[config.mk]
export PLATFORM = sky130hd
export DESIGN_NAME = preset_countdown_timer
export DESIGN_NICKNAME = d
export VERILOG_FILES = /design/src/rtl/pct_pkg.sv /design/src/rtl/pct_cfg_regs.sv /design/src/rtl/pct_core.sv /design/src/rtl/pct_digits.sv /design/src/rtl/preset_countdown_timer.sv
export SDC_FILE = /design/constraint.sdc
export NUM_CORES = 1
export LEC_CHECK = 0
export BUFFER_PORTS_ARGS = -buffer_cell sky130_fd_sc_hd__buf_2
export CORE_UTILIZATION = 64
export CTS_BUF_LIST = sky130_fd_sc_hd__clkbuf_4 sky130_fd_sc_hd__clkbuf_8
export DETAILED_ROUTE_END_ITERATION = 16
export MAX_ROUTING_LAYER = met4
export PLACE_DENSITY = 0.81
export SETUP_SLACK_MARGIN = 0.02
export SYNTH_ARGS = -nofsm -noshare
export SYNTH_HDL_FRONTEND = slang
export SYNTH_SLANG_ARGS = --single-unit
[constraint.sdc]
create_clock -name clk_i -period 9.9 [get_ports clk_i]
set_input_delay 0.99 -clock clk_i [delete_from_list [all_inputs] [get_ports clk_i]]
set_output_delay 0.99 -clock clk_i [all_outputs]
set_load 0.005 [all_outputs]
[src/rtl/pct_pkg.sv]
// pct_pkg: shared types and codes for the preset countdown timer
// used by every module of the timer; depends on nothing
`timescale 1ns / 1ps

package pct_pkg;

  // configuration register indexes
  localparam logic [2:0] CFG_PRESET_A     = 3'd0;
  localparam logic [2:0] CFG_PRESET_B     = 3'd1;
  localparam logic [2:0] CFG_PRESET_C     = 3'd2;
  localparam logic [2:0] CFG_TICKS_PER_S  = 3'd3;
  localparam logic [2:0] CFG_FLICKER_HALF = 3'd4;
  localparam logic [2:0] CFG_SCAN_PERIOD  = 3'd5;

  // key edge codes
  localparam logic [2:0] KEY_START  = 3'd1;
  localparam logic [2:0] KEY_RELOAD = 3'd2;
  localparam logic [2:0] KEY_MODE   = 3'd3;
  localparam logic [2:0] KEY_NEXT   = 3'd4;

  // display codes
  localparam logic [1:0] MODE_DISPLAY = 2'd1;
  localparam logic [1:0] MODE_SET     = 2'd2;
  localparam logic [3:0] DIGIT_BLANK  = 4'd10;

  // preset index codes
  localparam logic [1:0] PRESET_IDX_A = 2'd0;
  localparam logic [1:0] PRESET_IDX_B = 2'd1;
  localparam logic [1:0] PRESET_IDX_C = 2'd2;

  // reset values
  localparam logic [6:0] SECONDS_RESET = 7'd30;

  typedef struct packed {
    logic [6:0] preset_a;
    logic [6:0] preset_b;
    logic [6:0] preset_c;
    logic [9:0] ticks_per_second;
    logic [9:0] flicker_half_period;
    logic [3:0] scan_period;
  } cfg_t;

  // updated timer state that the result is formed from
  typedef struct packed {
    logic       set_mode;
    logic       flicker_phase;
    logic       started;
    logic [6:0] seconds_left;
    logic [6:0] chosen_preset;
  } view_t;

endpackage

[src/rtl/pct_cfg_regs.sv]
// pct_cfg_regs: configuration register file of the preset countdown timer
// depends on pct_pkg for register indexes and the cfg_t struct
`timescale 1ns / 1ps

module pct_cfg_regs (
  input  logic          clk_i,
  input  logic          rst_ni,
  input  logic          cfg_valid_i,
  output logic          cfg_ready_o,
  input  logic [2:0]    cfg_index_i,
  input  logic [9:0]    cfg_data_i,
  output pct_pkg::cfg_t cfg_o
);
  import pct_pkg::*;

  cfg_t cfg_q;

  assign cfg_ready_o = 1'b1;
  assign cfg_o       = cfg_q;

  // register writes, unknown indexes are dropped
  always_ff @(posedge clk_i or negedge rst_ni) begin
    if (!rst_ni) begin
      cfg_q.preset_a            <= 7'd15;
      cfg_q.preset_b            <= 7'd30;
      cfg_q.preset_c            <= 7'd60;
      cfg_q.ticks_per_second    <= 10'd1000;
      cfg_q.flicker_half_period <= 10'd500;
      cfg_q.scan_period         <= 4'd10;
    end else if (cfg_valid_i) begin
      case (cfg_index_i)
        CFG_PRESET_A:     cfg_q.preset_a            <= cfg_data_i[6:0];
        CFG_PRESET_B:     cfg_q.preset_b            <= cfg_data_i[6:0];
        CFG_PRESET_C:     cfg_q.preset_c            <= cfg_data_i[6:0];
        CFG_TICKS_PER_S:  cfg_q.ticks_per_second    <= cfg_data_i;
        CFG_FLICKER_HALF: cfg_q.flicker_half_period <= cfg_data_i;
        CFG_SCAN_PERIOD:  cfg_q.scan_period         <= cfg_data_i[3:0];
        default: ;
      endcase
    end
  end

endmodule

[src/rtl/pct_core.sv]
// pct_core: key scan, countdown and flicker state of the timer
// depends on pct_pkg for key codes, cfg_t and view_t
`timescale 1ns / 1ps

module pct_core (
  input  logic           clk_i,
  input  logic           rst_ni,
  input  logic           tick_i,
  input  logic [2:0]     key_code_i,
  input  pct_pkg::cfg_t  cfg_i,
  output pct_pkg::view_t view_o
);
  import pct_pkg::*;

  logic [2:0] last_key_q, last_key_d;
  logic [3:0] scan_cnt_q, scan_cnt_d;
  logic [9:0] ms_cnt_q, ms_cnt_d;
  logic [6:0] seconds_q, seconds_d;
  logic       set_mode_q, set_mode_d;
  logic       started_q, started_d;
  logic [1:0] preset_idx_q, preset_idx_d;
  logic [9:0] flick_cnt_q, flick_cnt_d;
  logic       phase_q, phase_d;

  logic [2:0] key_edge;
  logic [6:0] chosen_now;
  logic [6:0] chosen_next;
  logic [6:0] seconds_scan;
  logic [3:0] scan_inc;
  logic [9:0] ms_inc;
  logic [9:0] flick_inc;

  // preset selected by the stored and the updated index
  always_comb begin
    case (preset_idx_q)
      PRESET_IDX_A: chosen_now = cfg_i.preset_a;
      PRESET_IDX_B: chosen_now = cfg_i.preset_b;
      default:      chosen_now = cfg_i.preset_c;
    endcase
    case (preset_idx_d)
      PRESET_IDX_A: chosen_next = cfg_i.preset_a;
      PRESET_IDX_B: chosen_next = cfg_i.preset_b;
      default:      chosen_next = cfg_i.preset_c;
    endcase
  end

  // key scan on newly pressed bits
  assign key_edge = key_code_i & (key_code_i ^ last_key_q);

  always_comb begin
    last_key_d   = last_key_q;
    set_mode_d   = set_mode_q;
    started_d    = started_q;
    preset_idx_d = preset_idx_q;
    seconds_scan = seconds_q;
    if (scan_cnt_q == 4'd0) begin
      last_key_d = key_code_i;
      case (key_edge)
        KEY_START: begin
          if (!set_mode_q) started_d = 1'b1;
        end
        KEY_RELOAD: begin
          if (!set_mode_q) seconds_scan = chosen_now;
        end
        KEY_MODE: begin
          if (set_mode_q) seconds_scan = chosen_now;
          set_mode_d = ~set_mode_q;
        end
        KEY_NEXT: begin
          if (set_mode_q) begin
            preset_idx_d = (preset_idx_q >= PRESET_IDX_C) ? PRESET_IDX_A
                                                         : preset_idx_q + 2'd1;
          end
        end
        default: ;
      endcase
    end
  end

  // scan period counter
  assign scan_inc   = scan_cnt_q + 4'd1;
  assign scan_cnt_d = (scan_inc >= cfg_i.scan_period) ? 4'd0 : scan_inc;

  // one-second countdown, saturating at zero
  assign ms_inc = ms_cnt_q + 10'd1;
  always_comb begin
    ms_cnt_d  = ms_cnt_q;
    seconds_d = seconds_scan;
    if (started_d) begin
      ms_cnt_d = ms_inc;
      if (ms_inc >= cfg_i.ticks_per_second) begin
        ms_cnt_d = 10'd0;
        if (seconds_scan != 7'd0) seconds_d = seconds_scan - 7'd1;
      end
    end
  end

  // set-mode blink phase
  assign flick_inc = flick_cnt_q + 10'd1;
  always_comb begin
    flick_cnt_d = flick_inc;
    phase_d     = phase_q;
    if (flick_inc >= cfg_i.flicker_half_period) begin
      flick_cnt_d = 10'd0;
      phase_d     = ~phase_q;
    end
  end

  // state advances once per accepted tick
  always_ff @(posedge clk_i or negedge rst_ni) begin
    if (!rst_ni) begin
      last_key_q   <= 3'd0;
      scan_cnt_q   <= 4'd0;
      ms_cnt_q     <= 10'd0;
      seconds_q    <= SECONDS_RESET;
      set_mode_q   <= 1'b0;
      started_q    <= 1'b0;
      preset_idx_q <= PRESET_IDX_B;
      flick_cnt_q  <= 10'd0;
      phase_q      <= 1'b0;
    end else if (tick_i) begin
      last_key_q   <= last_key_d;
      scan_cnt_q   <= scan_cnt_d;
      ms_cnt_q     <= ms_cnt_d;
      seconds_q    <= seconds_d;
      set_mode_q   <= set_mode_d;
      started_q    <= started_d;
      preset_idx_q <= preset_idx_d;
      flick_cnt_q  <= flick_cnt_d;
      phase_q      <= phase_d;
    end
  end

  // updated state for the result of this tick
  assign view_o.set_mode      = set_mode_d;
  assign view_o.flicker_phase = phase_d;
  assign view_o.started       = started_d;
  assign view_o.seconds_left  = seconds_d;
  assign view_o.chosen_preset = chosen_next;

endmodule

[src/rtl/pct_digits.sv]
// pct_digits: splits a 7-bit value into tens and ones digits, with blanking
// depends on pct_pkg for the blank digit code
`timescale 1ns / 1ps

module pct_digits (
  input  logic [6:0] value_i,
  input  logic       blank_i,
  output logic [3:0] tens_o,
  output logic [3:0] ones_o
);
  import pct_pkg::*;

  logic [14:0] prod;
  logic [3:0]  quot;
  logic [3:0]  tens;
  logic [6:0]  quot_x10;
  logic [6:0]  rem;

  // value / 10 as multiply by 205 and shift by 11, exact below 1029
  assign prod     = 15'(value_i) * 15'd205;
  assign quot     = prod[14:11];
  assign tens     = (quot >= 4'd10) ? quot - 4'd10 : quot;
  assign quot_x10 = {quot[3:0], 3'b000} + {2'b00, quot, 1'b0};
  assign rem      = value_i - quot_x10;

  assign tens_o = blank_i ? DIGIT_BLANK : tens;
  assign ones_o = blank_i ? DIGIT_BLANK : rem[3:0];

endmodule

[src/rtl/preset_countdown_timer.sv]
// preset_countdown_timer: top level of the preset countdown timer
// instantiates pct_cfg_regs, pct_core and pct_digits; depends on pct_pkg
//
// Usage:
//   Each word on the input channel (in_valid_i / in_ready_o, key_code_i) is
//   one millisecond tick carrying the pressed key. Every accepted tick gives
//   exactly one result word on the output channel (out_valid_o /
//   out_ready_i): mode digit, two count digits, alarm and running flags.
//   Registers are written over the cfg channel (cfg_valid_i / cfg_ready_o,
//   cfg_index_i, cfg_data_i); the user must do so only while the block is
//   idle, as the block does not enforce it; cfg_ready_o is always high.
//   A tick accepted at an edge shows its result from that edge on. Throughput
//   is one tick per cycle while the receiver takes every word; the timer state
//   and the output register both load on the same edge.
//   Reset clears the timer state to display mode, 30 seconds, preset B, and
//   loads the reset register values; the output register is empty.
//   When the receiver stalls the output register holds its word and the
//   input channel is still ready only if that word is taken in the same
//   cycle.
`timescale 1ns / 1ps

module preset_countdown_timer (
  input  logic       clk_i,
  input  logic       rst_ni,
  input  logic       cfg_valid_i,
  output logic       cfg_ready_o,
  input  logic [2:0] cfg_index_i,
  input  logic [9:0] cfg_data_i,
  input  logic       in_valid_i,
  output logic       in_ready_o,
  input  logic [2:0] key_code_i,
  output logic       out_valid_o,
  input  logic       out_ready_i,
  output logic [1:0] mode_digit_o,
  output logic [3:0] tens_digit_o,
  output logic [3:0] ones_digit_o,
  output logic       alarm_o,
  output logic       running_o
);
  import pct_pkg::*;

  cfg_t       cfg;
  view_t      view;
  logic       tick;
  logic [6:0] shown;
  logic [3:0] tens;
  logic [3:0] ones;

  logic       out_valid_q;
  logic [1:0] mode_q;
  logic [3:0] tens_q;
  logic [3:0] ones_q;
  logic       alarm_q;
  logic       running_q;

  // handshake: accept while the output register is empty or being drained
  assign in_ready_o = !out_valid_q || out_ready_i;
  assign tick       = in_valid_i && in_ready_o;

  pct_cfg_regs u_cfg (
    .clk_i       (clk_i),
    .rst_ni      (rst_ni),
    .cfg_valid_i (cfg_valid_i),
    .cfg_ready_o (cfg_ready_o),
    .cfg_index_i (cfg_index_i),
    .cfg_data_i  (cfg_data_i),
    .cfg_o       (cfg)
  );

  pct_core u_core (
    .clk_i      (clk_i),
    .rst_ni     (rst_ni),
    .tick_i     (tick),
    .key_code_i (key_code_i),
    .cfg_i      (cfg),
    .view_o     (view)
  );

  // count in display mode, chosen preset in set mode
  assign shown = view.set_mode ? view.chosen_preset : view.seconds_left;

  pct_digits u_digits (
    .value_i (shown),
    .blank_i (view.set_mode && view.flicker_phase),
    .tens_o  (tens),
    .ones_o  (ones)
  );

  // output valid flag
  always_ff @(posedge clk_i or negedge rst_ni) begin
    if (!rst_ni) begin
      out_valid_q <= 1'b0;
    end else if (tick) begin
      out_valid_q <= 1'b1;
    end else if (out_ready_i) begin
      out_valid_q <= 1'b0;
    end
  end

  // result register
  always_ff @(posedge clk_i) begin
    if (tick) begin
      mode_q    <= view.set_mode ? MODE_SET : MODE_DISPLAY;
      tens_q    <= tens;
      ones_q    <= ones;
      alarm_q   <= (view.seconds_left == 7'd0);
      running_q <= view.started;
    end
  end

  assign out_valid_o  = out_valid_q;
  assign mode_digit_o = mode_q;
  assign tens_digit_o = tens_q;
  assign ones_digit_o = ones_q;
  assign alarm_o      = alarm_q;
  assign running_o    = running_q;

endmodule

[Yosys cells after proc, flatten, opt, wreduce, memory -nomap -nowiden]
Index checks and enable logic that the tools add are counted.
Word-level totals
  register bits: 97
Operators by class
  mux-type cells: 27
  bitwise operators: 4
  order comparisons: 5
  $add $sub $neg: 8
  reduce and logical (&&, ||, !) cells: 19
  multiply operators: 1
  equality and inequality tests: 11
Operator list (count)
  7-bit two-way mux: 7
  7-bit case mux with 2 select lines: 3
  10-bit by 1-bit adder with 10-bit output, second input constant: 2
  10-bit greater-or-equal comparator: 2
  10-bit two-way mux: 2
  2-bit AND reduction: 8
  7-bit by 8-bit multiplier with 15-bit output, second input constant: 1
  3-bit by 2-bit equality test with 1-bit output, second input constant: 4
  2-bit two-way mux: 5
  3-bit equality test, second input constant: 3
  1-bit two-way mux: 8
  4-bit two-way mux: 2
  7-bit zero test: 1
  7-bit nonzero test: 1
  7-bit by 1-bit subtractor with 7-bit output, second input constant: 1
  3-bit by 1-bit equality test with 1-bit output, second input constant: 2
  4-bit by 1-bit adder with 4-bit output, second input constant: 1
  4-bit adder: 1
  2-bit by 1-bit equality test with 1-bit output, second input constant: 2
  4-bit greater-or-equal comparator: 1
  4-bit greater-or-equal comparator, second input constant: 1
  2-bit zero test: 2
  4-bit zero test: 1
  4-bit subtractor: 1
  other kinds (11): 13

[Logic depth before layout (Yosys ltp)]
  depth in word-level cells: 13
  depth in mapped cells: 37

[Hierarchy]
Synthesis repeated with hierarchy kept, for this count alone.
Second synthesis, totals
  cell total of the unflattened synthesis: 648
  area, all modules: 6812.8 um2
Modules (own cells, without submodules)
  pct_core: instances 1, cells an instance 378, area each 3288.2 um2
  pct_cfg_regs: instances 1, cells an instance 102, area each 1779.2 um2
  pct_digits: instances 1, cells an instance 140, area each 1223.7 um2
  preset_countdown_timer: instances 1, cells an instance 28, area each 521.8 um2

[Worst setup path before layout]
OpenSTA, ideal clock, no wires.
  path type: input to register
  start: in key_code_i[1]
  end: reg ones_q[3], in the netlist ones_digit_o[3] (data pin)
  stages on the path: 29
  setup time: 261 ps
  arrival time: 7533 ps
  setup slack: 2106 ps
  data required time: 9639 ps
  buffers on the path: 0
  path through: and2b_1 -> nand3_1 -> nor2_1 -> mux2i_1 -> ha_1 -> inv_1 -> a2111oi_0 -> nor2_1 -> o31a_1 -> mux2i_1 -> a21oi_1 -> inv_1 -> ha_1 -> fa_1 -> ha_1 -> ha_1 -> ha_1 -> a21o_1 -> a21o_1 -> a211oi_1 -> and2b_1 -> a221oi_2 -> nor3_1 -> a211o_1 -> inv_1 -> ha_1 -> a211oi_1 -> xnor2_1 -> mux2i_1
On the way
  word-level cells in the longest chain between the ends: 13
  elaborated cells between the ends (all ways): 27
  those cells by class: 3 x add/sub; 1 x mul; 5 x eq/ne; 13 x mux; 2 x bitwise; 3 x reduce/logical
RTL lines
  from (decl): line preset_countdown_timer.sv:31  | input logic [2:0] key_code_i,
  3-bit XOR: line pct_core.sv:48  | assign key_edge = key_code_i & (key_code_i ^ last_key_q);
  3-bit AND (*): line pct_core.sv:48
  3-bit by 2-bit equality test with 1-bit output: line pct_core.sv:58  | case (key_edge)
  7-bit case mux with 2 select lines: line pct_core.sv:58
  7-bit two-way mux: line pct_core.sv:56  | if (scan_cnt_q == 4'd0) begin
  7-bit by 1-bit subtractor with 7-bit output or 7-bit nonzero test (tied branches): line pct_core.sv:93  | if (seconds_scan != 7'd0) seconds_d = seconds_scan - 7'd1;
  7-bit two-way mux: line pct_core.sv:93
  7-bit two-way mux: line pct_core.sv:91  | if (ms_inc >= cfg_i.ticks_per_second) begin
  7-bit two-way mux: line pct_core.sv:89  | if (started_d) begin
  7-bit two-way mux: line preset_countdown_timer.sv:80  | assign shown = view.set_mode ? view.chosen_preset : view.seconds_left;
  7-bit by 8-bit multiplier with 15-bit output: line pct_digits.sv:20  | assign prod = 15'(value_i) * 15'd205;
  4-bit adder: line pct_digits.sv:23  | assign quot_x10 = {quot[3:0], 3'b000} + {2'b00, quot, 1'b0};
  4-bit subtractor: line pct_digits.sv:24  | assign rem = value_i - quot_x10;
  to (signal assigned): line preset_countdown_timer.sv:105  | ones_q <= ones;
  to (decl): line preset_countdown_timer.sv:52  | logic [3:0] ones_q;
Mark *: on every way between the ends. The rest lies on a longest branch, timed or not.
A chain may end at the register's enable or synchronous reset.

[Final worst setup path]
  start: reg u_core.scan_cnt_q[0]
  end: reg ones_q[3], in the netlist ones_digit_o[3] (data pin)
On the way
  word-level cells in the longest chain between the ends: 10
  elaborated cells between the ends (all ways): 18
  those cells by class: 3 x add/sub; 1 x mul; 1 x eq/ne; 9 x mux; 4 x reduce/logical
RTL lines
  from (decl): line pct_core.sv:16  | logic [3:0] scan_cnt_q, scan_cnt_d;
  from (signal assigned): line pct_core.sv:123  | scan_cnt_q <= scan_cnt_d;
  4-bit zero test (*): line pct_core.sv:56
  7-bit two-way mux: line pct_core.sv:56
  7-bit by 1-bit subtractor with 7-bit output or 7-bit nonzero test (tied branches): line pct_core.sv:93
  7-bit two-way mux: line pct_core.sv:93
  7-bit two-way mux: line pct_core.sv:91
  7-bit two-way mux: line pct_core.sv:89
  7-bit two-way mux: line preset_countdown_timer.sv:80
  7-bit by 8-bit multiplier with 15-bit output: line pct_digits.sv:20
  4-bit adder: line pct_digits.sv:23
  4-bit subtractor: line pct_digits.sv:24
Marked as above.

==> flow_summary.json <==
{
  "grt_max_degree": 74,
  "ff2ff_path_depth": 33,
  "final_common_cell": "nand2_1",
  "grt_pass1_wl_microns": 26900,
  "core_area_sq_mm": 0.0103,
  "root_buffer": "clkbuf_8",
  "r2r_start": "u_core.scan_cnt_q[0]",
  "critPathRequiredTime_ns": 10.03,
  "hold_path.class": "input port to asynchronous set/reset pin",
  "finalClockSkew_ns": 0.0108,
  "gp_congestion": 0.907,
  "post_cts_buffers": 0,
  "cp.arrival_ns": 9.00,
  "maxCapViolations": 0,
  "cts_made_buffers": 9,
  "die_h_microns": 105,
  "ctsHoldBuffers": 0,
  "placed_area_sq_mm": 0.00710,
  "dp_hpwl_microns": 12000,
  "max_stage_delay_ns": 0.54,
  "die_w_microns": 105,
  "num-nets-final": 829,
  "grt_use_total": 0.322,
  "cts_sinks": 97,
  "clk_path_buf_depth": 2,
  "synth_area_per_cell_sq_um": 9.62,
  "start_util": 0.661,
  "final_layout_size_suffix_gt1_frac": 0.195,
  "htreeDepth": 3,
  "setup_viol": 0,
  "setup-tns-final_ns": 0,
  "overflow": 0,
  "slew_viol_final": 0,
  "viasPerCell": 6.04,
  "r2r_slack_ns": 1.03,
  "yosysWarningCount": 0,
  "ant_nets": 0,
  "die_area_sq_mm": 0.0111,
  "min_period_over_period": 0.896,
  "drt_iter0_drc": 343,
  "seq_area_frac_synth": 0.370,
  "cp-end-kind": "flip-flop",
  "synth_area_sq_mm": 0.00682,
  "wl_per_cell_microns": 18.3,
  "slowest_stage": "a2111oi_0",
  "start_kind": "flip-flop",
  "worst_r2r_endpoint": "ones_digit_o[3]",
  "area_growth_pct": 6.95,
  "path_clk_slew_ns": 0.10,
  "timing.fmax_ghz": 0.113,
  "first_global_vias": 5459,
  "ctsResizeCount": 0,
  "diodes": 0,
  "cts_tree": "yes",
  "status": "finished clean",
  "port_buffers": 34,
  "synth-edff-count": 12,
  "relSlewSlack": 0.0930,
  "rows": 37,
  "critPathKind": "flip-flop to flip-flop",
  "antenna_found_initial": 0,
  "netlist_instances": 709,
  "io_pins": 36,
  "async_reset_ff_frac": 0.876,
  "firstDrtPassIters": 5,
  "synth_fp_nets": 804,
  "yosys_most_used_dff": "dfrtp_1",
  "worst_pin_slew_ns": 1.36,
  "finalWirelength_microns": 16000,
  "final_cell_area_sq_mm": 0.00730,
  "vias": 5289,
  "period_minus_slack_ns": 8.87,
  "final_cell_mix": "111 x nand2_1, 66 x ha_1, 57 x inv_1",
  "rsz0062_at_grt": "false",
  "worstSkewPairLatency_ns": 0.38,
  "post_synth_num_cell_types": 74,
  "drc_errors": 0,
  "crit_path_max_fanout": 6,
  "hold_violations": 0,
  "synth_seq_cells": 97,
  "whs_ns": 0.426
}
-- synth_stat cells (all sizes together) (4+ instances only) --
| cell type | n | area share |
|---|---|---|
| buf | 7 | 0.0061 |
| nand2b | 7 | 0.0064 |
| and3 | 11 | 0.010 |
| dfrtp | 54 | 0.20 |
| mux2i | 15 | 0.022 |
| nor3 | 10 | 0.0073 |
| inv | 58 | 0.032 |
| a21oi | 17 | 0.012 |
| o21a | 8 | 0.0088 |
| clkbuf | 17 | 0.0094 |
| nor2b | 7 | 0.0064 |
| fa | 8 | 0.023 |
| edfxtp | 12 | 0.053 |
| nand2 | 111 | 0.061 |
| nor2 | 24 | 0.013 |
| dfstp | 31 | 0.12 |
| xnor2 | 17 | 0.022 |
| a22o | 7 | 0.0090 |
| a311oi | 4 | 0.0051 |
| nand4 | 4 | 0.0037 |
| o21ai | 48 | 0.035 |
| a211oi | 9 | 0.011 |
| nor3b | 5 | 0.0055 |
| a21o | 12 | 0.013 |
| mux2 | 45 | 0.074 |
| ha | 66 | 0.12 |
| nand3 | 17 | 0.012 |
| xor2 | 14 | 0.018 |
-- cell families after synthesis --
group,after synthesis,share of synthesized area
muxes,60,0.0963
and+or+nand+nor,218,0.154
xor gates and xnor gates,31,0.0398
DFF,97,0.370
buffers and inverters,82,0.0473
AOI/OAI and AO/OA,146,0.148
other,1,0.000550
adders and majority gates,74,0.144
-- state kept, by name, indices dropped and copies added, names as in the netlist --
register             flops
mode_digit_o             2
ones_digit_o             4
out_valid_o              1
u_core.last_key_q        3
u_core.flick_cnt_q      10
u_core.ms_cnt_q         10
u_core.seconds_q         7
u_core.started_q         1
u_core.preset_idx_q      2
tens_digit_o             4
u_cfg.cfg_o             45
u_core.scan_cnt_q        4
u_core.phase_q           1
alarm_o                  1
u_core.set_mode_q        1
running_o                1
-- stage by stage --
step           setup WS [ns]  utilization  std cells
5_1_grt                0.310        0.707        875
2_1_floorplan           2.11            -        709
6_report                1.03        0.707        875
3_5_place_dp           0.719        0.687        859
3_3_place_gp            1.17        0.687        859
4_1_cts                 1.14        0.707        875
-- final cells by class --
cell class | count | area, sq um
inverters | 58 | 218
multi-input cells | 530 | 3980
flip-flops and latches | 97 | 2530
well taps | 136 | 170
clock buffers | 9 | 124
repair buffers | 38 | 203
clock inverters | 7 | 77.6
fillers | 800 | 3030
-- critical path: cells and delay by family (launching register included) --
| kind | cells | cell delay (ns) |
|---|---|---|
| multiplexers | 3 | 0.61 |
| buffers and inverters | 6 | 0.52 |
| flip-flops | 1 | 0.42 |
| XOR/XNOR | 1 | 0.18 |
| adder cells (fa/ha/maj) | 8 | 2.58 |
| AO/OA/AOI/OAI | 8 | 2.46 |
| AND/OR/NAND/NOR | 7 | 1.84 |
-- worst max path at each step --
stage	depth (start not counted)	end	from	slack (ns)
after floorplan	29	ones_digit_o[3]	key_code_i[1]	2.11
after global placement	32	ones_digit_o[3]	key_code_i[0]	1.17
after detailed placement	32	ones_digit_o[3]	key_code_i[0]	0.72
after CTS	32	ones_digit_o[3]	key_code_i[0]	1.14
after global routing	33	ones_digit_o[3]	u_core.scan_cnt_q[0]	0.31
final	33	ones_digit_o[3]	u_core.scan_cnt_q[0]	1.03
-- layer usage --
layer | track usage | vias to the layer above | part of all wire
met2 | 0.515 | 128 | 0.48
li1 | - | 2559 | -
met5 | - | - | 0
met3 | 0.0476 | 26 | 0.045
met4 | 0.0956 | 0 | 0.016
met1 | 0.427 | 2576 | 0.46
Power is left out: the tool's default activity adds up to more than one toggle a clock period on the data nets, which glitch-free logic cannot reach.
